$ cat src/rtl/rds_pkg.sv
`default_nettype none

package rds_pkg;

  localparam logic [63:0] CANON_NAN = 64'h7FF8_0000_0000_0000;
  localparam logic [63:0] POS_INF   = 64'h7FF0_0000_0000_0000;
  localparam logic [63:0] POS_ZERO  = 64'h0000_0000_0000_0000;

  localparam int unsigned QueueDepth = 2;

  // One queued word: the contribution with the bounds in force when it was taken.
  typedef struct packed {
    logic [63:0] x;
    logic        last;
    logic        zero_bound;
    logic [63:0] m1;
    logic [63:0] m2;
  } item_t;

  // Smallest power of two not below q, for a non-negative binary64 pattern.
  function automatic logic [63:0] pow2_ceil(input logic [63:0] q);
    logic [10:0] e;
    logic [51:0] m;
    logic [51:0] s;
    logic [63:0] r;
    e = q[62:52];
    m = q[51:0];
    s = m - 52'd1;
    s = s | (s >> 1);
    s = s | (s >> 2);
    s = s | (s >> 4);
    s = s | (s >> 8);
    s = s | (s >> 16);
    s = s | (s >> 32);
    if (e == 11'h7FF) begin
      r = q;
    end else if (e == 11'd0) begin
      r = (m == 52'd0) ? POS_ZERO : ({12'd0, s} + 64'd1);
    end else if (m == 52'd0) begin
      r = q;
    end else if (e >= 11'h7FE) begin
      r = POS_INF;
    end else begin
      r = {1'b0, e + 11'd1, 52'd0};
    end
    return r;
  endfunction

  function automatic logic [63:0] canon(input logic [63:0] v);
    return ((v[62:52] == 11'h7FF) && (v[51:0] != 52'd0)) ? CANON_NAN : v;
  endfunction

endpackage

`default_nettype wire

$ cat src/rtl/rds_bound.sv
`default_nettype none

module rds_bound (
  input  wire logic        clk_i,
  input  wire logic        rst_ni,
  input  wire logic        cfg_we_i,
  input  wire logic        cfg_index_i,
  input  wire logic [63:0] cfg_data_i,
  output logic             busy_o,
  output logic [63:0]      m1_o,
  output logic [63:0]      m2_o
);
  import rds_pkg::*;

  localparam logic [2:0] ST_IDLE  = 3'd0;
  localparam logic [2:0] ST_LOAD  = 3'd1;
  localparam logic [2:0] ST_NORM  = 3'd2;
  localparam logic [2:0] ST_DIV   = 3'd3;
  localparam logic [2:0] ST_ROUND = 3'd4;

  localparam logic [2:0] PH_MUL1 = 3'd0;
  localparam logic [2:0] PH_DIV1 = 3'd1;
  localparam logic [2:0] PH_SCL  = 3'd2;
  localparam logic [2:0] PH_MUL2 = 3'd3;
  localparam logic [2:0] PH_DIV2 = 3'd4;

  localparam logic [6:0] DivLast = 7'd108;

  logic [10:0]        num_q, num_d;
  logic [63:0]        mx_q, mx_d;
  logic [2:0]         st_q, st_d, ph_q, ph_d;
  logic [63:0]        val_q, val_d, m1_q, m1_d, m2_q, m2_d;
  logic [63:0]        sig_q, sig_d;
  logic signed [12:0] ex_q, ex_d;
  logic               stk_q, stk_d, dvd_q, dvd_d;
  logic [6:0]         cnt_q, cnt_d;
  logic [51:0]        rem_q, rem_d;
  logic [63:0]        quo_q, quo_d;

  // operand unpack
  logic [10:0] ve;
  logic [52:0] mv;
  logic        vnan, vinf, vzero, is_div;
  logic [63:0] spec_v, prod;
  logic        spec;
  logic signed [12:0] ee;

  always_comb begin
    ve     = val_q[62:52];
    mv     = {|ve, val_q[51:0]};
    vnan   = (&ve) & (|val_q[51:0]);
    vinf   = (&ve) & ~(|val_q[51:0]);
    vzero  = (val_q[62:0] == 63'd0);
    ee     = $signed({2'b00, ((ve == 11'd0) ? 11'd1 : ve)});
    is_div = (ph_q == PH_DIV1) || (ph_q == PH_DIV2);
    prod   = num_q * mv;
    spec   = vnan | vinf | vzero;
    spec_v = vnan ? CANON_NAN : (vinf ? POS_INF : POS_ZERO);
    if ((ph_q == PH_MUL1) || (ph_q == PH_MUL2)) begin
      spec = spec | (num_q == 11'd0);
      if (vinf && (num_q == 11'd0)) begin
        spec_v = CANON_NAN;
      end else if (!vnan && !vinf) begin
        spec_v = POS_ZERO;
      end
    end
  end

  // rounding to binary64
  logic               rnrm, rovf, runf, rb, rst, rinc;
  logic signed [12:0] dtmp;
  logic [6:0]         dsc;
  logic [63:0]        kept, lmask, rbits, rres;
  logic [10:0]        efld;
  logic [62:0]        pk;

  always_comb begin
    rnrm  = ex_q >= -13'sd1085;
    rovf  = ex_q > 13'sd960;
    dtmp  = -13'sd1074 - ex_q;
    runf  = !rnrm && (dtmp > 13'sd64);
    dsc   = rnrm ? 7'd11 : dtmp[6:0];
    kept  = sig_q >> dsc;
    rb    = sig_q[6'(dsc - 7'd1)];
    lmask = (64'd1 << 6'(dsc - 7'd1)) - 64'd1;
    rst   = (|(sig_q & lmask)) | stk_q;
    rinc  = rb & (rst | kept[0]);
    efld  = rnrm ? 11'(ex_q + 13'sd1086) : 11'd0;
    pk    = {efld, kept[51:0]} + {62'd0, rinc};
    rbits = rovf ? POS_INF : (runf ? POS_ZERO : {1'b0, pk});
  end

  // long division by 2^51 - n
  logic [52:0] dvs, r2;
  logic        nbit, ge;
  always_comb begin
    dvs  = 53'(64'd1 << 51) - {42'd0, num_q};
    nbit = (cnt_q < 7'd53) ? sig_q[6'(7'd63 - cnt_q)] : 1'b0;
    r2   = {rem_q, nbit};
    ge   = r2 >= dvs;
  end

  always_comb begin
    num_d = num_q;
    mx_d  = mx_q;
    st_d  = st_q;
    ph_d  = ph_q;
    val_d = val_q;
    m1_d  = m1_q;
    m2_d  = m2_q;
    sig_d = sig_q;
    ex_d  = ex_q;
    stk_d = stk_q;
    dvd_d = dvd_q;
    cnt_d = cnt_q;
    rem_d = rem_q;
    quo_d = quo_q;
    rres  = rbits;

    unique case (st_q)
      ST_IDLE: begin
      end
      ST_LOAD: begin
        stk_d = 1'b0;
        dvd_d = 1'b0;
        if (spec) begin
          rres = spec_v;
          st_d = ST_ROUND;
        end else begin
          st_d = ST_NORM;
          unique case (ph_q)
            PH_MUL1, PH_MUL2: begin
              sig_d = prod;
              ex_d  = ee - 13'sd1075;
            end
            PH_SCL: begin
              sig_d = {mv, 11'd0};
              ex_d  = ee - 13'sd1137;
            end
            default: begin
              sig_d = {mv, 11'd0};
              ex_d  = ee - 13'sd1086;
            end
          endcase
        end
      end
      ST_NORM: begin
        if (sig_q[63]) begin
          if (is_div && !dvd_q) begin
            st_d  = ST_DIV;
            cnt_d = 7'd0;
            rem_d = 52'd0;
            quo_d = 64'd0;
          end else begin
            st_d = ST_ROUND;
          end
        end else begin
          sig_d = {sig_q[62:0], 1'b0};
          ex_d  = ex_q - 13'sd1;
        end
      end
      ST_DIV: begin
        rem_d = ge ? 52'(r2 - dvs) : r2[51:0];
        quo_d = {quo_q[62:0], ge};
        cnt_d = cnt_q + 7'd1;
        if (cnt_q == DivLast) begin
          sig_d = {quo_q[62:0], ge};
          stk_d = (rem_d != 52'd0);
          ex_d  = ex_q + 13'sd6;
          dvd_d = 1'b1;
          st_d  = ST_NORM;
        end
      end
      ST_ROUND: begin
      end
      default: begin
        st_d = ST_IDLE;
      end
    endcase

    // phase end: a special operand skips straight here from the load
    if ((st_q == ST_ROUND) || ((st_q == ST_LOAD) && spec)) begin
      if (is_div) begin
        rres = pow2_ceil(rres);
      end
      val_d = rres;
      st_d  = ST_LOAD;
      unique case (ph_q)
        PH_DIV1: begin
          m1_d = rres;
          ph_d = PH_SCL;
        end
        PH_DIV2: begin
          m2_d = rres;
          st_d = ST_IDLE;
        end
        default: begin
          ph_d = ph_q + 3'd1;
        end
      endcase
    end

    if (cfg_we_i) begin
      st_d = ST_LOAD;
      ph_d = PH_MUL1;
      if (cfg_index_i) begin
        mx_d  = cfg_data_i;
        val_d = {1'b0, cfg_data_i[62:0]};
      end else begin
        num_d = cfg_data_i[10:0];
        val_d = {1'b0, mx_q[62:0]};
      end
    end
  end

  always_ff @(posedge clk_i or negedge rst_ni) begin
    if (!rst_ni) begin
      num_q <= 11'd1;
      mx_q  <= 64'd0;
      st_q  <= ST_IDLE;
      ph_q  <= PH_MUL1;
      m1_q  <= POS_ZERO;
      m2_q  <= POS_ZERO;
    end else begin
      num_q <= num_d;
      mx_q  <= mx_d;
      st_q  <= st_d;
      ph_q  <= ph_d;
      m1_q  <= m1_d;
      m2_q  <= m2_d;
    end
  end

  always_ff @(posedge clk_i) begin
    val_q <= val_d;
    sig_q <= sig_d;
    ex_q  <= ex_d;
    stk_q <= stk_d;
    dvd_q <= dvd_d;
    cnt_q <= cnt_d;
    rem_q <= rem_d;
    quo_q <= quo_d;
  end

  assign busy_o = (st_q != ST_IDLE);
  assign m1_o   = m1_q;
  assign m2_o   = m2_q;

endmodule

`default_nettype wire

$ cat config.mk
export PLATFORM = sky130hd
export DESIGN_NAME = rds_bound
export DESIGN_NICKNAME = d
export VERILOG_FILES = /design/src/rtl/rds_pkg.sv /design/src/rtl/rds_bound.sv
export SDC_FILE = /design/constraint.sdc
export NUM_CORES = 2
export LEC_CHECK = 0
export BUFFER_PORTS_ARGS = -buffer_cell sky130_fd_sc_hd__buf_2
export CAP_MARGIN = 20
export CORE_MARGIN = 3
export CORE_UTILIZATION = 30
export DETAILED_ROUTE_END_ITERATION = 8
export GPL_TIMING_DRIVEN = 0
export REMOVE_ABC_BUFFERS = 1
export SETUP_SLACK_MARGIN = 0.3
export SKIP_LAST_GASP = 1
export SYNTH_ARGS = -nofsm -noshare
export SYNTH_HDL_FRONTEND = slang
export SYNTH_SLANG_ARGS = --single-unit
$ cat constraint.sdc
create_clock -name clk_i -period 29 [get_ports clk_i]
set_input_delay 2.9 -clock clk_i [delete_from_list [all_inputs] [get_ports clk_i]]
set_output_delay 2.9 -clock clk_i [all_outputs]
set_load 0.01 [all_outputs]
Word-level counts from Yosys, hierarchy flattened
Index checks and enable logic that the tools add are counted.
{"block": "totals", "ff_bits": 472, "inputBits": 68, "output_inout_bits": 129, "elab_cells": 183}
{"block": "classes", "addsub": 18, "n_mul": 1, "magnitude_cmp": 8, "eq_ne": 19, "shift": 2, "mux": 62, "bitwise": 17, "n_reduce_logical": 41}
{"cell": "$mux W64", "count": 12}
{"cell": "$mux W63", "count": 11}
{"cell": "$pmux W64 S3", "count": 1}
{"cell": "$mux W52", "count": 3}
{"cell": "$pmux W63 S2", "count": 1}
{"cell": "$pmux W52 S2", "count": 1}
{"cell": "$and A64 B64 Y64", "count": 1}
{"cell": "$mul A11 B53 Y64", "count": 1}
{"cell": "$reduce_or A64 Y1", "count": 1}
{"cell": "$shl A1 B6 Y64 const A", "count": 1}
{"cell": "$shr A64 B7 Y52", "count": 1}
{"cell": "$sub A64 B1 Y64 const B", "count": 1}
{"cell": "$add A63 B1 Y63", "count": 1}
{"cell": "$logic_not A63 Y1", "count": 1}
{"cell": "$add A52 B1 Y53 const B", "count": 1}
{"cell": "$ge A53 B53 Y1", "count": 1}
{"cell": "$mux W53", "count": 1}
{"cell": "$sub A52 B11 Y53 const A", "count": 1}
{"cell": "$logic_not A52 Y1", "count": 1}
{"cell": "$or A52 B20 Y52", "count": 1}
{"cell": "$or A52 B36 Y52", "count": 1}
{"cell": "$or A52 B44 Y52", "count": 1}
{"cell": "$or A52 B48 Y52", "count": 1}
{"cell": "$or A52 B50 Y52", "count": 1}
{"cell": "other kinds (57)", "count": 121}

Logic depth before layout (Yosys ltp)
{"block": "depth", "depth_word": 29, "mapped_depth": 52, "mapped_depth_nobuf": 42}

Least setup slack after synthesis
OpenSTA, ideal clock, no wires.
{"block": "synth_timing", "path_type": "reg-to-reg", "start": "reg ex_q[0]", "end": "reg val_q[34], data pin", "setup_ns": 0.270, "t_arrival_ns": 11.316, "required_ns": 28.730, "slack_ns": 17.414, "stages_incl_launch_ff": 47, "n_path_buf": 10, "synth_period_minus_slack_ns": 11.586, "path_cell_list": "edfxtp_1 buf_1 buf_2 clkinv_1 clkbuf_1 ha_1 nand2_1 a41oi_1 and2_1 buf_2 buf_2 buf_2 buf_2 buf_2 ha_1 clkbuf_1 nor4_1 nor2_1 [... 11 more ...] o311a_1 nor4_1 or4b_1 buf_2 nor4_4 mux2_2 o31ai_1 nand3_2 nor4_4 nand4_2 nor3_1 nand2_1 ha_1 o41a_1 o21a_1 a211o_1 a31oi_1 a21oi_1"}
{"block": "synth_between", "elab_chain_len": 29, "elab_cells_between_ends": 43, "cone_classes": "add/sub (7); order compare (3); eq/ne (1); shift (2); mux (15); bitwise (10); reduce/logical (5)"}
{"element": "start, declared", "line_no": "rds_bound.sv:34", "source": "logic signed [12:0] ex_q, ex_d;"}
{"element": "start signal, assigned", "line_no": "rds_bound.sv:237", "source": "ex_q <= ex_d;"}
{"element": "$sub A12 B13 Y13 / $ge A13 B12 Y1 (equally long branches)", "line_no": "rds_bound.sv:80, rds_bound.sv:78"}
{"element": "$mux W7", "line_no": "rds_bound.sv:82", "source": "dsc = rnrm ? 7'd11 : dtmp[6:0];"}
{"element": "$sub A6 B1 Y6", "line_no": "rds_bound.sv:84, rds_bound.sv:85"}
{"element": "$shl A1 B6 Y64", "line_no": "rds_bound.sv:85", "source": "lmask = (64'd1 << 6'(dsc - 7'd1)) - 64'd1;"}
{"element": "$sub A64 B1 Y64", "line_no": "rds_bound.sv:85"}
{"element": "$and A64 B64 Y64", "line_no": "rds_bound.sv:86", "source": "rst = (|(sig_q & lmask)) | stk_q;"}
{"element": "$reduce_or A64 Y1", "line_no": "rds_bound.sv:86"}
{"element": "$or A1 B1 Y1", "line_no": "rds_bound.sv:86"}
{"element": "[... 14 more ...]"}
{"element": "$add A52 B1 Y53", "line_no": "rds_pkg.sv:38", "source": "r = (m == 52'd0) ? POS_ZERO : ({12'd0, s} + 64'd1);"}
{"element": "$mux W53", "line_no": "rds_pkg.sv:38"}
{"element": "$mux W64", "line_no": "rds_pkg.sv:37", "source": "end else if (e == 11'd0) begin"}
{"element": "$mux W64", "line_no": "rds_pkg.sv:35", "source": "if (e == 11'h7FF) begin"}
{"element": "$mux W64 *", "line_no": "rds_bound.sv:183", "source": "if (is_div) begin"}
{"element": "$mux W63 *", "line_no": "rds_bound.sv:182", "source": "if ((st_q == ST_ROUND) || ((st_q == ST_LOAD) && spec)) begin"}
{"element": "$mux W63 *", "line_no": "rds_bound.sv:203", "source": "if (cfg_we_i) begin"}
{"element": "named net val_d[34]", "line_no": "rds_bound.sv:32", "source": "logic [63:0] val_q, val_d, m1_q, m1_d, m2_q, m2_d;"}
{"element": "end signal, assigned", "line_no": "rds_bound.sv:235", "source": "val_q <= val_d;"}
{"element": "end, declared", "line_no": "rds_bound.sv:32"}
Mark *: on every way through the listed nets, which the timed path passes. The rest lies on a longest branch. The select of a mux whose other input is x is not followed.
A chain may end at the register's enable or synchronous reset.

Final worst setup path
{"block": "layout_timing", "start": "reg ex_q[0]", "end": "reg val_q[36], data pin"}
The elaborated chain is that of the path after synthesis.

==> metrics.cfg <==
[critical_path]
worst_path_most_repeated_cell = nand2_1
crit_fanout = 65
start_kind = flop
critPathKind = flop to flop
crit_required_ns = 29.40
critPathSlowestCell = a32oi_1
cp.arrival_ns = 18.66
cpPeakStageDelay_ns = 0.93
cp-end-kind = flop
rrSetupSlack_ns = 10.74

[floorplan]
coreArea_mm2 = 0.193
io_pins = 197
die_w_um = 446
rows = 161
die_area_mm2 = 0.199
die_h_um = 446
start_util_pct = 30.2

[run]
drv_cap = 0

[clocking]
clock_latency_ns = 0.73
hold_buffers = 0
cts-buffers-inserted = 54
clkTransAtPathRegs_ns = 0.06
htree_levels = 2
cts_max_path_buffers = 3
ctsResizeCount = 0
cts.sinks = 470
cts_tree = built
postCtsSetupBuffers = 0
root_buffer = clkbuf_16

[finish]
design_area_mm2 = 0.0648
syn2layout_area_growth_pct = 11.4
final_common_cell = nand2_1
mostFrequentLayoutCells = nand2_1, fa_1, inv_1, nor2_1, a21oi_1
fin_util_pct = 33.6
fin_nets = 7575
drive_above_1_share_pct = 10.6

[yosys]
synthFlopType = edfxtp_1
syn-cell-area_mm2 = 0.0582
ys_seq_area_share_pct = 22.5
async_flop_share_pct = 43.8
synth_cell_types = 113
postSynthAreaPerCell_um2 = 8.35
synth_edf_count = 264
ys_ff_latch = 470
synthCells = 6966
yosys_warnings = 0

[grt]
grt_pass1_wl_um = 390000
grt_util_all_layers_pct = 26.1
grt_max_degree = 89
grt_pass1_vias = 56200
grt_overflow = 0
antenna_found_initial = 32

[run_status]
status = finished, final reports clean

[drt]
drt_pass1_iterations = 9
routed_via_density = 6.18
drc = 0
drt_iter0_drc = 7547
vias = 58400
wl_um = 269000
postRouteAntennaNets = 0
avgRoutedWirePerCell_um = 28.5

[timing]
tightest_slew_ns = 1.49
clock_skew_ns = 0.103
hold_violations = 0
fin_crit_ns = 18.26
finalSetupViolations = 0
slew_violations = 0
period_share_pct = 63.0
hold_ws_ns = 0.472
relSlewSlack_pct = 0.873
fin_setup_tns_ns = 0
max_freq_ghz = 0.0548
rsz0062_at_grt = no

[placed_design]
hpwl_um = 205000
portBuffers = 193
gp_congestion = 1.06
placed_area_mm2 = 0.0626

[worst_hold_path]
worstHoldPathType = flop to flop

metal layers:
metal	wire [µm]	vias to the layer above	share of wire [%]	GRT usage (%)
met2	118000	3598	44	40.4
met3	28700	904	11	7.39
met4	15900	30	5.9	12.8
li1	-	24600	-	-
met1	106000	29200	39	33.4
met5	234	-	0.087	0
final cells by class:
class                           count  area (µm²)
Fill cell                       20000      128000
Multi-Input combinational cell   5546       41700
Sequential cell                   470       13100
Tap cell                         2526        3160
Timing Repair Buffer              326        3050
Inverter                          459        1730
Clock buffer                       73        1570
Clock inverter                     28         410
Antenna cell                       25        62.6
synth_stat cells (all sizes together) (23+ instances only):
master / instances / area share [%]
nand4: 97 / 1.1
o21a: 36 / 0.46
and2: 229 / 2.5
clkbuf: 379 / 2.4
nand2: 990 / 6.4
xor2: 93 / 1.4
a32oi: 31 / 0.48
o21ai: 397 / 3.4
and4: 30 / 0.45
nor4: 110 / 1.4
a31oi: 74 / 0.80
nand2b: 49 / 0.53
buf: 113 / 1.0
nor3: 161 / 1.4
o221ai: 32 / 0.48
a221oi: 34 / 0.53
a22oi: 39 / 0.50
dfrtp: 205 / 8.8
nor2b: 84 / 0.90
a211oi: 107 / 1.4
inv: 456 / 2.9
edfxtp: 264 / 14
a211o: 29 / 0.44
a221o: 23 / 0.40
nor2: 442 / 2.9
o21bai: 25 / 0.32
a21oi: 415 / 3.6
mux2i: 95 / 1.7
mux2: 135 / 2.6
mux4: 25 / 0.97
a21o: 76 / 0.98
xnor2: 167 / 2.5
or4: 27 / 0.37
a21boi: 27 / 0.35
or3: 37 / 0.40
nand3: 213 / 1.9
or2: 33 / 0.35
o22ai: 52 / 0.56
and3: 113 / 1.2
fa: 460 / 16
o31ai: 26 / 0.34
o211ai: 67 / 0.88
ha: 190 / 4.1
stage by stage:
step | worst slack (ns) | cells
4_1_cts | 11.03 | 9417
3_5_place_dp | 10.99 | 9316
3_3_place_gp | 4.22 | 9194
5_1_grt | 10.60 | 9435
2_1_floorplan | 13.69 | 6475
6_report | 10.74 | 9453
cells by family after synthesis:
kind of cell / count (synthesis) / share of synthesized area, %
fa+ha+maj: 650 / 19.9
buf+inv: 951 / 6.44
xor+xnor: 263 / 4.03
mux: 255 / 5.24
simple gates: 2682 / 22.6
other cells: 1 / 0.00645
compound gates: 1694 / 19.3
flops: 470 / 22.5
critical path: cells and delay by family (launching register included):
family | cells | cell delay (ns)
buffers and inverters | 7 | 2.06
XOR/XNOR | 1 | 0.16
multiplexers | 1 | 0.40
AO/OA/AOI/OAI | 11 | 5.05
AND/OR/NAND/NOR | 16 | 7.16
flip-flops | 1 | 0.86
adder cells (fa/ha/maj) | 4 | 2.07
worst paths after layout:
kind | startpoint | to | depth (start not counted)
max in group asynchronous | rst_ni | num_q[0] | 2
min in group asynchronous | rst_ni | m1_o[5] | 1
hold reg to reg | m2_o[5] | m2_o[5] | 2
setup reg to reg | ex_q[0] | val_q[36] | 40
hold / removal | m2_o[5] | m2_o[5] | 2
setup / recovery | ex_q[0] | val_q[36] | 40
registers in the layout, summed over array words and instances (netlist names):
| name | count |
|---|---|
| num_q | 11 |
| rem_q | 52 |
| ex_q | 13 |
| m2_o | 63 |
| mx_q | 63 |
| m1_o | 63 |
| dvd_q | 1 |
| ph_q | 3 |
| cnt_q | 7 |
| st_q | 3 |
| val_q | 63 |
| quo_q | 63 |
| stk_q | 1 |
| sig_q | 64 |
Power is not shown: default switching activity piles up to over one toggle a cycle in this logic, so the estimate is an artifact.
