<file path="config.mk">
export PLATFORM = sky130hd
export DESIGN_NAME = rds_front
export DESIGN_NICKNAME = d
export VERILOG_FILES = /design/src/rtl/rds_pkg.sv /design/src/rtl/rds_front.sv
export SDC_FILE = /design/constraint.sdc
export NUM_CORES = 1
export LEC_CHECK = 0
export BUFFER_PORTS_ARGS = -buffer_cell sky130_fd_sc_hd__buf_4
export CAP_MARGIN = 10
export CORE_ASPECT_RATIO = 1.2
export CORE_MARGIN = 5
export CORE_UTILIZATION = 45
export CTS_CLUSTER_DIAMETER = 80
export DETAILED_ROUTE_END_ITERATION = 10
export GPL_ROUTABILITY_DRIVEN = 0
export PLACE_DENSITY = 0.71
export REMOVE_ABC_BUFFERS = 1
export SYNTH_ARGS = -nofsm -noshare
export SYNTH_HDL_FRONTEND = slang
export SYNTH_SLANG_ARGS = --single-unit
</file>
<file path="constraint.sdc">
create_clock -name clk_i -period 10.75 [get_ports clk_i]
set_clock_uncertainty 0.1 [all_clocks]
set_input_delay 1.6125 -clock clk_i [delete_from_list [all_inputs] [get_ports clk_i]]
set_output_delay 1.6125 -clock clk_i [all_outputs]
set_load 0.005 [all_outputs]
</file>
<file path="src/rtl/rds_pkg.sv">
`default_nettype none

package rds_pkg;

  localparam logic [63:0] CANON_NAN = 64'h7FF8_0000_0000_0000;
  localparam logic [63:0] POS_INF   = 64'h7FF0_0000_0000_0000;
  localparam logic [63:0] POS_ZERO  = 64'h0000_0000_0000_0000;

  localparam int unsigned QueueDepth = 2;

  // One queued word: the contribution with the bounds in force when it was taken.
  typedef struct packed {
    logic [63:0] x;
    logic        last;
    logic        zero_bound;
    logic [63:0] m1;
    logic [63:0] m2;
  } item_t;

  // Smallest power of two not below q, for a non-negative binary64 pattern.
  function automatic logic [63:0] pow2_ceil(input logic [63:0] q);
    logic [10:0] e;
    logic [51:0] m;
    logic [51:0] s;
    logic [63:0] r;
    e = q[62:52];
    m = q[51:0];
    s = m - 52'd1;
    s = s | (s >> 1);
    s = s | (s >> 2);
    s = s | (s >> 4);
    s = s | (s >> 8);
    s = s | (s >> 16);
    s = s | (s >> 32);
    if (e == 11'h7FF) begin
      r = q;
    end else if (e == 11'd0) begin
      r = (m == 52'd0) ? POS_ZERO : ({12'd0, s} + 64'd1);
    end else if (m == 52'd0) begin
      r = q;
    end else if (e >= 11'h7FE) begin
      r = POS_INF;
    end else begin
      r = {1'b0, e + 11'd1, 52'd0};
    end
    return r;
  endfunction

  function automatic logic [63:0] canon(input logic [63:0] v);
    return ((v[62:52] == 11'h7FF) && (v[51:0] != 52'd0)) ? CANON_NAN : v;
  endfunction

endpackage

`default_nettype wire

</file>
<file path="src/rtl/rds_front.sv">
`default_nettype none

module rds_front (
  input  wire logic           clk_i,
  input  wire logic           rst_ni,
  input  wire logic           in_valid_i,
  output logic                in_stall_o,
  input  wire logic [63:0]    contribution_i,
  input  wire logic           last_item_i,
  input  wire logic           bound_busy_i,
  input  wire logic [63:0]    m1_i,
  input  wire logic [63:0]    m2_i,
  output logic                head_valid_o,
  output rds_pkg::item_t      head_o,
  input  wire logic           pop_i
);
  import rds_pkg::*;

  localparam int unsigned PtrW = $clog2(QueueDepth);

  item_t           mem_q [QueueDepth];
  logic [PtrW-1:0] wr_q, rd_q;
  logic [PtrW:0]   cnt_q;
  logic            push, pop;
  item_t           it;

  assign in_stall_o   = (cnt_q == (PtrW+1)'(QueueDepth)) | bound_busy_i;
  assign push         = in_valid_i & ~in_stall_o;
  assign head_valid_o = (cnt_q != '0);
  assign pop          = pop_i & head_valid_o;
  assign head_o       = mem_q[rd_q];

  always_comb begin
    it.x          = contribution_i;
    it.last       = last_item_i;
    it.zero_bound = (m1_i == POS_ZERO);
    it.m1         = m1_i;
    it.m2         = m2_i;
  end

  always_ff @(posedge clk_i or negedge rst_ni) begin
    if (!rst_ni) begin
      wr_q  <= '0;
      rd_q  <= '0;
      cnt_q <= '0;
    end else begin
      if (push) begin
        wr_q <= wr_q + 1'b1;
      end
      if (pop) begin
        rd_q <= rd_q + 1'b1;
      end
      cnt_q <= cnt_q + (PtrW+1)'(push) - (PtrW+1)'(pop);
    end
  end

  always_ff @(posedge clk_i) begin
    if (push) begin
      mem_q[wr_q] <= it;
    end
  end

endmodule

`default_nettype wire

</file>
After elaboration in Yosys (flattened, before gate mapping)
Memory sizes are Yosys's and may differ from the RTL's. Index checks and enable logic that the tools add are counted.

$add $sub $neg: 4. Equal/unequal tests: 1. Mux-type cells: 2. Bitwise operators: 4. Reductions and logical operators: 2.

Operators with widths (count): 64-bit logical NOT (1); 1-bit adder, second input constant (2); 2-bit by 1-bit adder with 2-bit output (1); 1-bit AND (2); 2-bit == test, second input constant (1); 1-bit two-way mux (2); 2-bit nonzero test (1); 2-bit by 1-bit subtractor with 2-bit output (1); 1-bit inverter (1); 1-bit OR (1).

Bits in registers: 4. RAM bits: 388. Input bits: 198. Output and inout port bits: 196. Word-level logic and storage cells: 17. Memories: 1.

Memory list: mem_q (depth 2, width 194, read ports 1, clocked after memory_dff 0, wr ports 1, line rds_front.sv:21) `item_t mem_q [QueueDepth];`.

Depth between registers and ports, before layout
Gate-level depths: netlist (run 1).

Word-level depth: 6. Mapped depth: 7. Depth with buffers taken out: 7.

Least setup slack after synthesis (run 1)
OpenSTA, ideal clock, no wires.

Path type: input port to flip-flop. Start point: in bound_busy_i. End point: mem mem_q[0][0] in the netlist's numbering (enable). Library setup time: 0.751 ns. Data arrival time: 9.990 ns. Required time: 9.899 ns. Path slack: -0.091 ns. Cell stages on the path: 2. Path buffers: 0. Path through: a211o_1 -> nor2_1.

Longest elaborated chain between the ends: 5.

Ends and longest elaborated chain: from (decl) (line rds_front.sv:10) `input wire logic bound_busy_i,`; 1-bit OR (line rds_front.sv:27) `assign in_stall_o = (cnt_q == (PtrW+1)'(QueueDepth)) | bound_busy_i;`; 1-bit inverter (line rds_front.sv:28) `assign push = in_valid_i & ~in_stall_o;`; 1-bit AND (line rds_front.sv:28); 1-bit two-way mux (line rds_front.sv:58) `if (push) begin`; 1-bit two-way mux (implied by the code) (line rds_front.sv:59) `mem_q[wr_q] <= it;`; to (decl) (line rds_front.sv:21).

Every way passes these cells.

==> impl_results.rst, run 1 <==
.. list-table::
   :header-rows: 1

   * - Metric
     - Value
   * - Tmin final
     - approximately 5.4 ns
   * - Area Overhead vs Synth
     - 32.31%
   * - H-tree depth
     - 2
   * - Most instantiated library cell after synthesis
     - edfxtp_1
   * - Unrepaired setup endpoints after global routing
     - false
   * - Number of enable flip-flop cells after synthesis
     - 388
   * - Vias in the first global route
     - 8176
   * - Total detailed-routing wirelength
     - ~31 mm
   * - Count of final setup violators
     - 0
   * - Commonest cells in the netlist
     - 388 x edfxtp_1, 150 x mux2_4, 44 x mux2_2, 18 x buf_6, 17 x nor4_1
   * - Synth area leaders
     - edfxtp_1 78%, mux2_4 15%, mux2_2 3.3%
   * - CTS tree
     - done
   * - Core Region
     - 32970 um^2
   * - Synthesized cell area
     - roughly 15000 um^2
   * - Measured slew at the worst slew-check pin
     - 1.153 ns
   * - Fillers
     - 2449
   * - Maximum number of pins on one net before global-route repair
     - 68
   * - Crit path max fanout
     - 63
   * - Final count of hold timing violations
     - 0
   * - Initial cell density of the core
     - 45.38%
   * - DR vias/cell
     - 4.819
   * - Count of pins over their slew limit
     - 0
   * - Seq/Total Area, Yosys
     - 78.53%
   * - Number of synthesized register bits
     - 392
   * - IO Port Bufs
     - 393
   * - Post-place setup slack
     - 5.872 ns
   * - Cell leakage power
     - 7.712 nW
   * - Ys Warns
     - 0
   * - Cell accounting for the most synthesized area
     - edfxtp_1
   * - Antenna diode count
     - 0
   * - Max Root-Sink Buffers
     - 3
   * - Layout Nets
     - 1266
   * - Kind of capture point of the worst setup path
     - output port
   * - Overall global routing resource usage
     - 16.12%
   * - Result of the run
     - completed
   * - Num CTS Buffers
     - 39
   * - Die W
     - 176.5 um
   * - Worst slack on hold paths
     - 0.4522 ns
   * - Number of sinks handled by clock tree synthesis
     - 392
   * - Number of detailed-routing iterations run before antenna repair
     - 4
   * - Syn Inst Count
     - 645
   * - Post-detailed-route wirelength per cell
     - 20.09 um
   * - Detailed Place HPWL
     - 21.41 mm
   * - Max-slew headroom at the worst pin
     - 23.14%
   * - Resized Gates After CTS
     - 0
   * - DRT antenna net count
     - 0
   * - Post-synth top area share
     - between 70 and 80%
   * - Cell Rows
     - 73
   * - Async S/R FF share, synth
     - 1.020%
   * - Worst-case setup margin in the final layout
     - approximately 5.4 ns
   * - Worst endpoint required time
     - 9.04 ns
   * - Initial DRC count
     - around 350
   * - Clock transition at the register clock pins on the worst setup and hold paths after CTS
     - 0.06 ns
   * - Global-route wire length before repair
     - 46.27 mm
   * - CTS Hold Buffers Added
     - 0
   * - Min-Delay Path Class
     - flip-flop to flip-flop
   * - Average footprint of a synthesized cell
     - 23.20 um^2
   * - Number of maximum-capacitance violations
     - 0
   * - CP arrival
     - about 3.7 ns
   * - Fraction of layout instances using a drive strength above 1
     - 59.85%
   * - Prevailing post-synth register cell
     - edfxtp_1
   * - Peak supply drop
     - 0.1817 mV
   * - GR Overflow Total
     - 0
   * - Clock latency at the later pin of the worst-skew pair
     - between 0.5 and 0.6 ns
   * - Total I/O pin count
     - 394
   * - Routed via count
     - roughly 7500
   * - Drc violations
     - 0
   * - Antenna violations before repair
     - 0
   * - Power per unit of standard cell area
     - 246.1 nW/um^2
   * - Number of library cell types mapped by synthesis
     - 17
   * - Post-CTS setup buffers
     - 0
   * - Y dimension of the die
     - 209.8 um
   * - Final Cycle Share
     - 49.98%
   * - Type of origin of the critical path
     - flip-flop
   * - Clock root cell
     - clkbuf_16
   * - Worst setup path category
     - flip-flop to output port
   * - Peak clock frequency supported by timing
     - roughly 190 MHz
   * - Total die area
     - 37020 um^2
==> registers in the layout (all words and copies together) (netlist names) <==
| name | cells |
|---|---|
| mem_q | 388 |
| cnt_q | 2 |
| rd_q | 1 |
| wr_q | 1 |
==> cell families (layout without fill, tap and decap cells) <==
| logic type | count (synthesis) | count (layout) | synth area share [%] |
|---|---|---|---|
| DFF | 392 | 392 | 78.53 |
| muxes | 194 | 194 | 18.36 |
| buffers and inverters | 26 | 477 | 1.589 |
| and+or+nand+nor | 25 | 25 | 1.012 |
| xor gates and xnor gates | 4 | 4 | 0.2342 |
| adders and majority gates | 2 | 2 | 0.1672 |
| AOI/OAI and AO/OA | 2 | 2 | 0.1087 |
==> critical path, cell delays in order, from the launching register on <==
cell	delay, ns
dfrtp_4	0.86
buf_4	0.64
buf_4	0.96
mux2_2	0.43
buf_4	0.14
==> cell type report <==
type                            instances  area [um^2]  share of cell area, %
Clock buffer                           45         1041                  5.258
Tap cell                              450        563.0                  2.844
Sequential cell                       392        11760                  59.37
Clock inverter                         26        416.7                  2.104
Multi-Input combinational cell        227         2990                  15.10
Timing Repair Buffer                  402         3018                  15.24
Inverter                                4        15.01                0.07583
==> metrics by stage <==
stage	TNS (ns)	utilization (%)	power, mW	instance area [um^2]	std cells
4_1_cts	0	60.05	4.943	19800	1546
3_5_place_dp	0	55.63	3.411	18340	1475
3_3_place_gp	0	55.63	3.393	18340	1475
6_report	0	60.05	4.873	19800	1546
2_1_floorplan	-35.27	-	3.088	14740	623
5_1_grt	0	60.05	5.077	19800	1546
==> report_power, final <==
part	leakage (nW)	switching (mW)	internal (mW)
Combinational	3.41	0.558	0.814
Sequential	3.59	0.0814	1.90
Clock	0.709	0.539	0.979
==> worst paths after layout <==
check | slack [ns] | end | startpoint | cells after the start
worst max-delay path | 5.38 | head_o[187] | rd_q | 4
worst min-delay path | 0.45 | cnt_q[1] | cnt_q[1] | 1
worst max register to register | 7.21 | mem_q[1][168] | cnt_q[0] | 5
worst min register to register | 0.45 | cnt_q[1] | cnt_q[1] | 1
max in group asynchronous | 9.66 | rd_q | rst_ni | 1
min in group asynchronous | 0.78 | wr_q | rst_ni | 1
==> routing by layer <==
metal  routed length (um)  vias up  GRT usage, %
met2                16280      288         28.82
li1                     -     3436             -
met1                10990     3664         17.49
met3                 2570       62         5.567
met5                    0        -             0
met4                 1214        0         6.432
==> layout by cell type (no fill, tap or decap), types with 2 or more instances in the layout <==
master and n:
nor4_1 17, edfxtp_1 388, nand4_1 4, clkinv_2 3, dfrtp_1 3, buf_4 402
clkbuf_1 4, nor2_4 2, clkinv_1 11, clkbuf_16 41, mux2_4 150, xnor2_1 3
inv_1 4, ha_1 2, mux2_2 44, bufinv_16 12
Note: power is estimated with default switching activity, not from simulation.
==> inputs of run 2 (changes only) <==
--- a/config.mk
+++ b/config.mk
@@ -5,6 +5,7 @@
 export SDC_FILE = /design/constraint.sdc
 export NUM_CORES = 1
 export LEC_CHECK = 0
+export ABC_AREA = 1
 export BUFFER_PORTS_ARGS = -buffer_cell sky130_fd_sc_hd__buf_4
 export CAP_MARGIN = 10
 export CORE_ASPECT_RATIO = 1.2
@@ -13,7 +14,7 @@
 export CTS_CLUSTER_DIAMETER = 80
 export DETAILED_ROUTE_END_ITERATION = 10
 export GPL_ROUTABILITY_DRIVEN = 0
-export PLACE_DENSITY = 0.71
+export PLACE_DENSITY = 0.74
 export REMOVE_ABC_BUFFERS = 1
 export SYNTH_ARGS = -nofsm -noshare
 export SYNTH_HDL_FRONTEND = slang
==> constraint.sdc (replaced) <==
create_clock -name clk_i -period 4.4 [get_ports clk_i]
set_clock_uncertainty 0.1 [all_clocks]
set_input_delay 0.66 -clock clk_i [delete_from_list [all_inputs] [get_ports clk_i]]
set_output_delay 0.66 -clock clk_i [all_outputs]
set_load 0.005 [all_outputs]
==> run 2 against run 1 <==
Compared with the run above: sequential share of layout area is 1.9 points higher; count of clock-buffer cells in the layout is 12 higher; synthesized cell count is 72% higher; die area is 1.9% lower; clock power is 100% higher; wire length is 13% higher; total power is 130% higher; first-iteration DRC count is 65% higher; sequential cell count stayed put; critical path depth is 1 higher; via count is 27% higher; core utilization is 0.53 points lower; critical path type unchanged; largest power group unchanged.
==> impl_results.rst, run 2 <==
.. list-table::
   :header-rows: 1

   * - Metric
     - Value
   * - Peak clock frequency supported by timing
     - 314.0 MHz
   * - Global-route wire length before repair
     - 52.21 mm
   * - Largest register by flop count
     - mem_q
   * - Cell Rows
     - 72
   * - Worst slack on hold paths
     - 0.2213 ns
   * - Vias in the first global route
     - 9658
   * - Average footprint of a synthesized cell
     - 13.20 um^2
   * - Number of flip-flops under the largest register name
     - 388
   * - Drc violations
     - 0
   * - Worst min-delay path startpoint
     - contribution_i[22]
   * - Number of maximum-capacitance violations
     - 0
   * - Post-place setup slack
     - 1.723 ns
   * - Power per unit of standard cell area
     - 596.3 nW/um^2
   * - Clock root cell
     - clkbuf_16
   * - GR Overflow Total
     - 0
   * - Most instantiated library cell after synthesis
     - nand2_1
   * - Worst setup path category
     - flip-flop to output port
   * - H-tree depth
     - 2
   * - Number of detailed-routing iterations run before antenna repair
     - 4
   * - Total die area
     - around 36000 um^2
   * - Post-detailed-route wirelength per cell
     - 17.92 um
   * - Type of origin of the critical path
     - flip-flop
   * - Synthesized cell area
     - 14670 um^2
   * - Die W
     - 174.8 um
   * - Number of enable flip-flop cells after synthesis
     - ~390
   * - Commonest cells in the netlist
     - 601 x nand2_1, 388 x edfxtp_1, 34 x nor2_1, 25 x inv_1, 22 x buf_2
   * - Peak supply drop
     - ~0.51 mV
   * - Prevailing post-synth register cell
     - edfxtp_1
   * - Total detailed-routing wirelength
     - 34.96 mm
   * - Endpoint of the worst hold-timing path
     - mem_q[1][152]
   * - Setup total negative slack
     - 0 ns
   * - Core Region
     - 32250 um^2
   * - Min-Delay Path Class
     - primary input to flip-flop
   * - Syn Inst Count
     - 1111
   * - Y dimension of the die
     - 207.8 um
   * - Number of cells after detailed placement
     - 1877
   * - Synth area leaders
     - edfxtp_1 79%, nand2_1 15%, buf_6 1.0%
   * - Final Cycle Share
     - just over 70%
   * - CP arrival
     - roughly 2.4 ns
   * - DR vias/cell
     - 4.833
   * - Seq/Total Area, Yosys
     - approximately four fifths
   * - Fraction of layout instances using a drive strength above 1
     - between 20% and 30%
   * - Kind of capture point of the worst setup path
     - output port
   * - Measured slew at the worst slew-check pin
     - 1.130 ns
   * - Detailed Place HPWL
     - approximately 23 mm
   * - Library cell appearing most often on the critical path
     - nand2_1
   * - Number of synthesized register bits
     - 392
   * - Slowest cell on the critical path
     - dfrtp_4
   * - Post-synth top area share
     - 79.44%
   * - Core Util, Final
     - between 50 and 60%
   * - Async S/R FF share, synth
     - 1.020%
   * - Delay of the slowest cell on the worst path
     - 0.51 ns
   * - Largest registers
     - mem_q (388), cnt_q (2)
   * - Tmin final
     - ~3.2 ns
   * - Clock latency at the later pin of the worst-skew pair
     - 0.52 ns
   * - Clock transition at the register clock pins on the worst setup and hold paths after CTS
     - approximately 0.06 ns
   * - Commonest cells after routing, fill and taps aside
     - 601 x nand2_1, 396 x buf_4, 388 x edfxtp_1
   * - Cell accounting for the most synthesized area
     - edfxtp_1
   * - CTS tree
     - done
   * - Num CTS Buffers
     - 39
   * - Routed via count
     - 9429
   * - Count of final setup violators
     - 0
   * - Overall global routing resource usage
     - 18.36%
   * - Max Root-Sink Buffers
     - 3
   * - Most common cell after layout, fill and taps aside
     - nand2_1
   * - Cell count of the worst reg-to-reg path
     - 4
   * - Ys Warns
     - 0
   * - Unrepaired setup endpoints after global routing
     - false
   * - Final count of hold timing violations
     - 0
   * - Number of sinks handled by clock tree synthesis
     - 392
   * - Worst-case setup margin in the final layout
     - 1.215 ns
   * - Area Overhead vs Synth
     - 30.88%
   * - Post-CTS setup buffers
     - 0
   * - Critical register-to-register path startpoint
     - cnt_q[1]
   * - Maximum number of pins on one net before global-route repair
     - between 150 and 200
   * - IO Port Bufs
     - 393
   * - Slack of the worst reg-to-reg path
     - 2.06 ns
   * - Result of the run
     - completed
   * - Crit path max fanout
     - 91
   * - Cell leakage power
     - 8.123 nW
   * - Total I/O pin count
     - 394
   * - Worst R2R End
     - mem_q[0][120]
   * - Number of library cell types mapped by synthesis
     - 16
   * - Critical path cell sequence
     - inv_6 -> buf_12 -> nand2_1 -> nand2_1 -> buf_4
   * - Non-Filler Instances
     - 1951
   * - Worst hold path stage count
     - 1
   * - Layout Nets
     - roughly 1700
   * - Max-slew headroom at the worst pin
     - 24.69%
   * - DRT antenna net count
     - 0
   * - Initial cell density of the core
     - a little under half
   * - Worst endpoint required time
     - 3.64 ns
   * - Count of pins over their slew limit
     - 0
   * - Initial DRC count
     - 582
   * - Antenna violations before repair
     - 6
[run 2: critical path: cells and delay by family, from the launching register on]
family	cells	cell delay, ns
buffers and inverters	3	1.01
DFF	1	0.51
and+or+nand+nor	2	0.23
[run 2: power breakdown]
group / switching (mW) / internal, mW
registers: 0.111 / 4.65
clock network: 1.29 / 1.82
logic: 2.04 / 1.55
total: 3.44 / 8.01
[run 2: kinds of logic after synthesis]
kind of cell,Yosys count,synth area share (%)
XOR/XNOR,4,0.2389
adder cells (fa/ha/maj),2,0.1706
buffers and inverters,69,2.841
flip-flops,392,80.12
AND/OR/NAND/NOR,644,16.63
[run 2: worst max-delay path by stage]
| stage | slack (ns) | depth (start not counted) | startpoint | to |
|---|---|---|---|---|
| final | 1.22 | 5 | rd_q | head_o[89] |
| after global routing | 1.09 | 5 | rd_q | head_o[91] |
| after CTS | 1.22 | 5 | rd_q | head_o[89] |
| after detailed placement | 1.72 | 5 | bound_busy_i | mem_q[1][131] |
| after global placement | 1.77 | 5 | bound_busy_i | mem_q[1][131] |
| after floorplan | -5.38 | 3 | bound_busy_i | mem_q[0][0] |
[run 2: cell type report]
class | instances | area [um^2]
repair buffers | 403 | 3103
diodes | 2 | 5.005
clock buffers | 57 | 1116
inverters | 26 | 102.6
well taps | 407 | 509.2
multi-input cells | 650 | 2514
fillers | 2541 | 13060
flip-flops and latches | 392 | 11760
clock inverters | 14 | 91.34
[run 2: metal layers]
layer  vias up  GRT usage (%)  wire length (um)
li1       4520              -                 -
met1      4457          20.78             12640
met2       351          31.98             18020
met3        93          5.501              2653
met4         8          8.428              1597
met5         -              0                42
[run 2: repair_timing]
action	in CTS	in global routing
resized for setup	0	0
hold buffers	1	0
endpoints found under the hold margin	4	0
[run 2: through the flow]
step / instance area [um^2] / power (mW)
floorplan: 14350 / 6.580
global placement: 17970 / 8.391
detailed placement: 17970 / 8.473
CTS: 19190 / 11.59
global route: 19200 / 12.05
finish: 19200 / 11.45
==> inputs of run 3 (changes only) <==
--- a/config.mk
+++ b/config.mk
@@ -14,7 +14,7 @@
 export CTS_CLUSTER_DIAMETER = 80
 export DETAILED_ROUTE_END_ITERATION = 10
 export GPL_ROUTABILITY_DRIVEN = 0
-export PLACE_DENSITY = 0.74
+export PLACE_DENSITY = 0.71
 export REMOVE_ABC_BUFFERS = 1
 export SYNTH_ARGS = -nofsm -noshare
 export SYNTH_HDL_FRONTEND = slang
==> constraint.sdc (replaced) <==
create_clock -name clk_i -period 3.1 [get_ports clk_i]
set_clock_uncertainty 0.1 [all_clocks]
set_input_delay 0.465 -clock clk_i [delete_from_list [all_inputs] [get_ports clk_i]]
set_output_delay 0.465 -clock clk_i [all_outputs]
set_load 0.005 [all_outputs]
==> run 3 against run 2 <==
Compared with the run above: count of clock-buffer cells in the layout is 10 lower; combinational power is 42% higher; total power is 43% higher; worst setup slack worse by 1.0 ns; core utilization is 1.9 points higher; first-iteration DRC count is 1.9% higher; register-to-register slack worse by 1.1 ns; die area stayed put; sequential power is 43% higher; critical path type unchanged; largest power group unchanged; highest routed layer unchanged.
==> impl_results.rst, run 3 (same netlist as run 2, synthesis figures left out) <==
.. list-table::
   :header-rows: 1

   * - Metric
     - Value
   * - Final Cycle Share
     - between 90 and 100%
   * - Peak clock frequency supported by timing
     - roughly 350 MHz
   * - Fraction of power consumed by the clock network
     - about 28%
   * - Initial DRC count
     - 593
   * - Switching power
     - roughly 4.9 mW
   * - CTS tree
     - done
   * - Final count of hold timing violations
     - 0
   * - Worst-case setup margin in the final layout
     - 0.2119 ns
   * - Count of final setup violators
     - 0
   * - Initial cell density of the core
     - 45.48%
   * - Internal power component
     - 11.49 mW
   * - Commonest cells after routing, fill and taps aside
     - 601 x nand2_1, 395 x buf_4, 388 x edfxtp_1
   * - Post-CTS setup buffers
     - 0
   * - Power per unit of standard cell area
     - 827.9 nW/um^2
   * - GR Overflow Total
     - 0
   * - Combinational share of power
     - 30.9%
   * - Core Region
     - 32250 um^2
   * - Global-route wire length before repair
     - 53.44 mm
   * - Peak supply drop
     - roughly 0.53 mV
   * - Delay of the slowest cell on the worst path
     - 0.71 ns
   * - Area of the multi-input gates
     - 2514 um^2
   * - Die W
     - 174.8 um
   * - Min-Delay Path Class
     - primary input to flip-flop
   * - DR vias/cell
     - 4.789
   * - Clock root cell
     - clkbuf_16
   * - Max Root-Sink Buffers
     - 3
   * - Worst hold path stage count
     - 1
   * - First element of the critical path
     - rd_q
   * - Number of detailed-routing iterations run before antenna repair
     - 7
   * - Final design instance area without fill
     - 19820 um^2
   * - Drc violations
     - 0
   * - Number of flip-flops under the largest register name
     - around 390
   * - Fillers
     - 2402
   * - Count of pins over their slew limit
     - 0
   * - Worst R2R End
     - mem_q[1][117]
   * - Resized Gates After CTS
     - 0
   * - Routed via count
     - 9630
   * - Critical register-to-register path startpoint
     - cnt_q[1]
   * - Layout Nets
     - 1771
   * - Number of sinks handled by clock tree synthesis
     - about 390
   * - Detailed Place HPWL
     - 23.64 mm
   * - Tmin final
     - 2.888 ns
   * - Unrepaired setup endpoints after global routing
     - false
   * - Largest register by flop count
     - mem_q
   * - Type of origin of the critical path
     - flip-flop
   * - Post-detailed-route wirelength per cell
     - 17.77 um
   * - Fraction of power consumed by sequential logic
     - 41.6%
   * - Clock latency at the later pin of the worst-skew pair
     - 0.52 ns
   * - IO Port Bufs
     - 393
   * - H-tree depth
     - 2
   * - Maximum number of pins on one net before global-route repair
     - about 100
   * - Placed instance area
     - roughly 18000 um^2
   * - Crit path max fanout
     - 63
   * - Result of the run
     - completed
   * - Post-place setup slack
     - 0.7637 ns
   * - Largest registers
     - mem_q (388), cnt_q (2)
   * - Most common cell after layout, fill and taps aside
     - nand2_1
   * - Total detailed-routing wirelength
     - 35.73 mm
   * - DRT antenna net count
     - 0
   * - Worst setup path category
     - flip-flop to output port
   * - Non-Filler Instances
     - slightly above 2000
   * - Max-slew headroom at the worst pin
     - a little over half
   * - Clock transition at the register clock pins on the worst setup and hold paths after CTS
     - roughly 0.060 ns
   * - Kind of capture point of the worst setup path
     - output port
   * - Antenna violations before repair
     - 5
   * - Slack of the worst reg-to-reg path
     - slightly above 1 ns
   * - Num CTS Buffers
     - 39
   * - Overall global routing resource usage
     - 18.85%
   * - Number of maximum-capacitance violations
     - 0
   * - Flip-flop and latch area
     - approximately 12000 um^2
   * - Total die area
     - 36320 um^2
   * - Cell leakage power
     - 8.386 nW
   * - Measured slew at the worst slew-check pin
     - 0.6870 ns
   * - Cell count of the worst reg-to-reg path
     - 4
   * - Endpoint of the most critical setup path
     - head_o[14]
   * - Total I/O pin count
     - 394
   * - Slowest cell on the critical path
     - dfrtp_4
   * - Worst endpoint required time
     - 2.53 ns
   * - Vias in the first global route
     - 9920
   * - Y dimension of the die
     - between 200 and 250 um
   * - Area Overhead vs Synth
     - 35.14%
   * - Cell Rows
     - 72
   * - Sw Share
     - 30.00%
   * - CP arrival
     - 2.32 ns
   * - Fraction of layout instances using a drive strength above 1
     - about 29%
   * - Critical path cell sequence
     - buf_4 -> nand2_1 -> nand2_1 -> buf_4
   * - Number of cells after detailed placement
     - 1877
-- run 3: cell count changes in the layout (fill, tap and decap cells not counted), sizes merged --
cell / before / now
bufinv: 1 / 3
clkbuf: 57 / 47
clkinv: 11 / 19
clkinvlp: 2 / 1
diode: 2 / 4
dlygate4sd3: 1 / 60
-- run 3: repair_timing --
action                     4_1_cts  5_1_grt
setup endpoints to repair        0        0
hold endpoints to repair       115        2
hold buffers                    59        1
-- run 3: per-stage QoR --
stage          hold slack (ns)  power [mW]  TNS (ns)  util [%]
5_1_grt               0.001106       17.31         0     61.46
2_1_floorplan          0.06941       9.339  -3008.62         -
4_1_cts             0.00006756       16.57         0     61.39
3_5_place_dp            0.1661       12.00         0     55.77
6_report               0.02462       16.41         0     61.46
3_3_place_gp            0.1658       11.92         0     55.77
-- run 3: area by class of cell --
class,count,area share (%)
Antenna cell,4,0.05050
Clock buffer,47,5.290
Clock inverter,23,0.8838
Inverter,26,0.5176
Multi-Input combinational cell,650,12.68
Sequential cell,392,59.31
Tap cell,407,2.569
Timing Repair Buffer,462,18.70
-- run 3: worst min path at each step --
stage	end	slack (ns)	start
finish	mem_q[1][57]	0.02	m2_i[57]
floorplan	cnt_q[0]	0.07	rst_ni
global placement	wr_q	0.17	rst_ni
global route	mem_q[1][172]	0.001	contribution_i[42]
CTS	mem_q[0][180]	0.00007	contribution_i[50]
detailed placement	wr_q	0.17	rst_ni
-- run 3: metal layers --
metal	vias up	part of all wire (%)	GRT usage (%)
li1	4636	-	-
met1	4560	35	20.51
met2	340	53	33.82
met3	92	7.5	5.464
met4	2	4.3	8.753
met5	-	0.034	0
-- run 3: power by group through the flow --
stage	sequential, mW	clock [mW]	combinational, mW
2_1_floorplan	7.27	0	2.07
3_3_place_gp	6.92	0	5.00
3_5_place_dp	6.94	0	5.06
4_1_cts	6.83	4.60	5.14
5_1_grt	6.88	4.84	5.59
6_report	6.83	4.51	5.07
-- run 3: worst max-delay path: cells and delay by family (launching register included) --
| family | cells | cell delay [ns] |
|---|---|---|
| buffers and inverters | 2 | 0.74 |
| and+or+nand+nor | 2 | 0.26 |
| DFF | 1 | 0.71 |
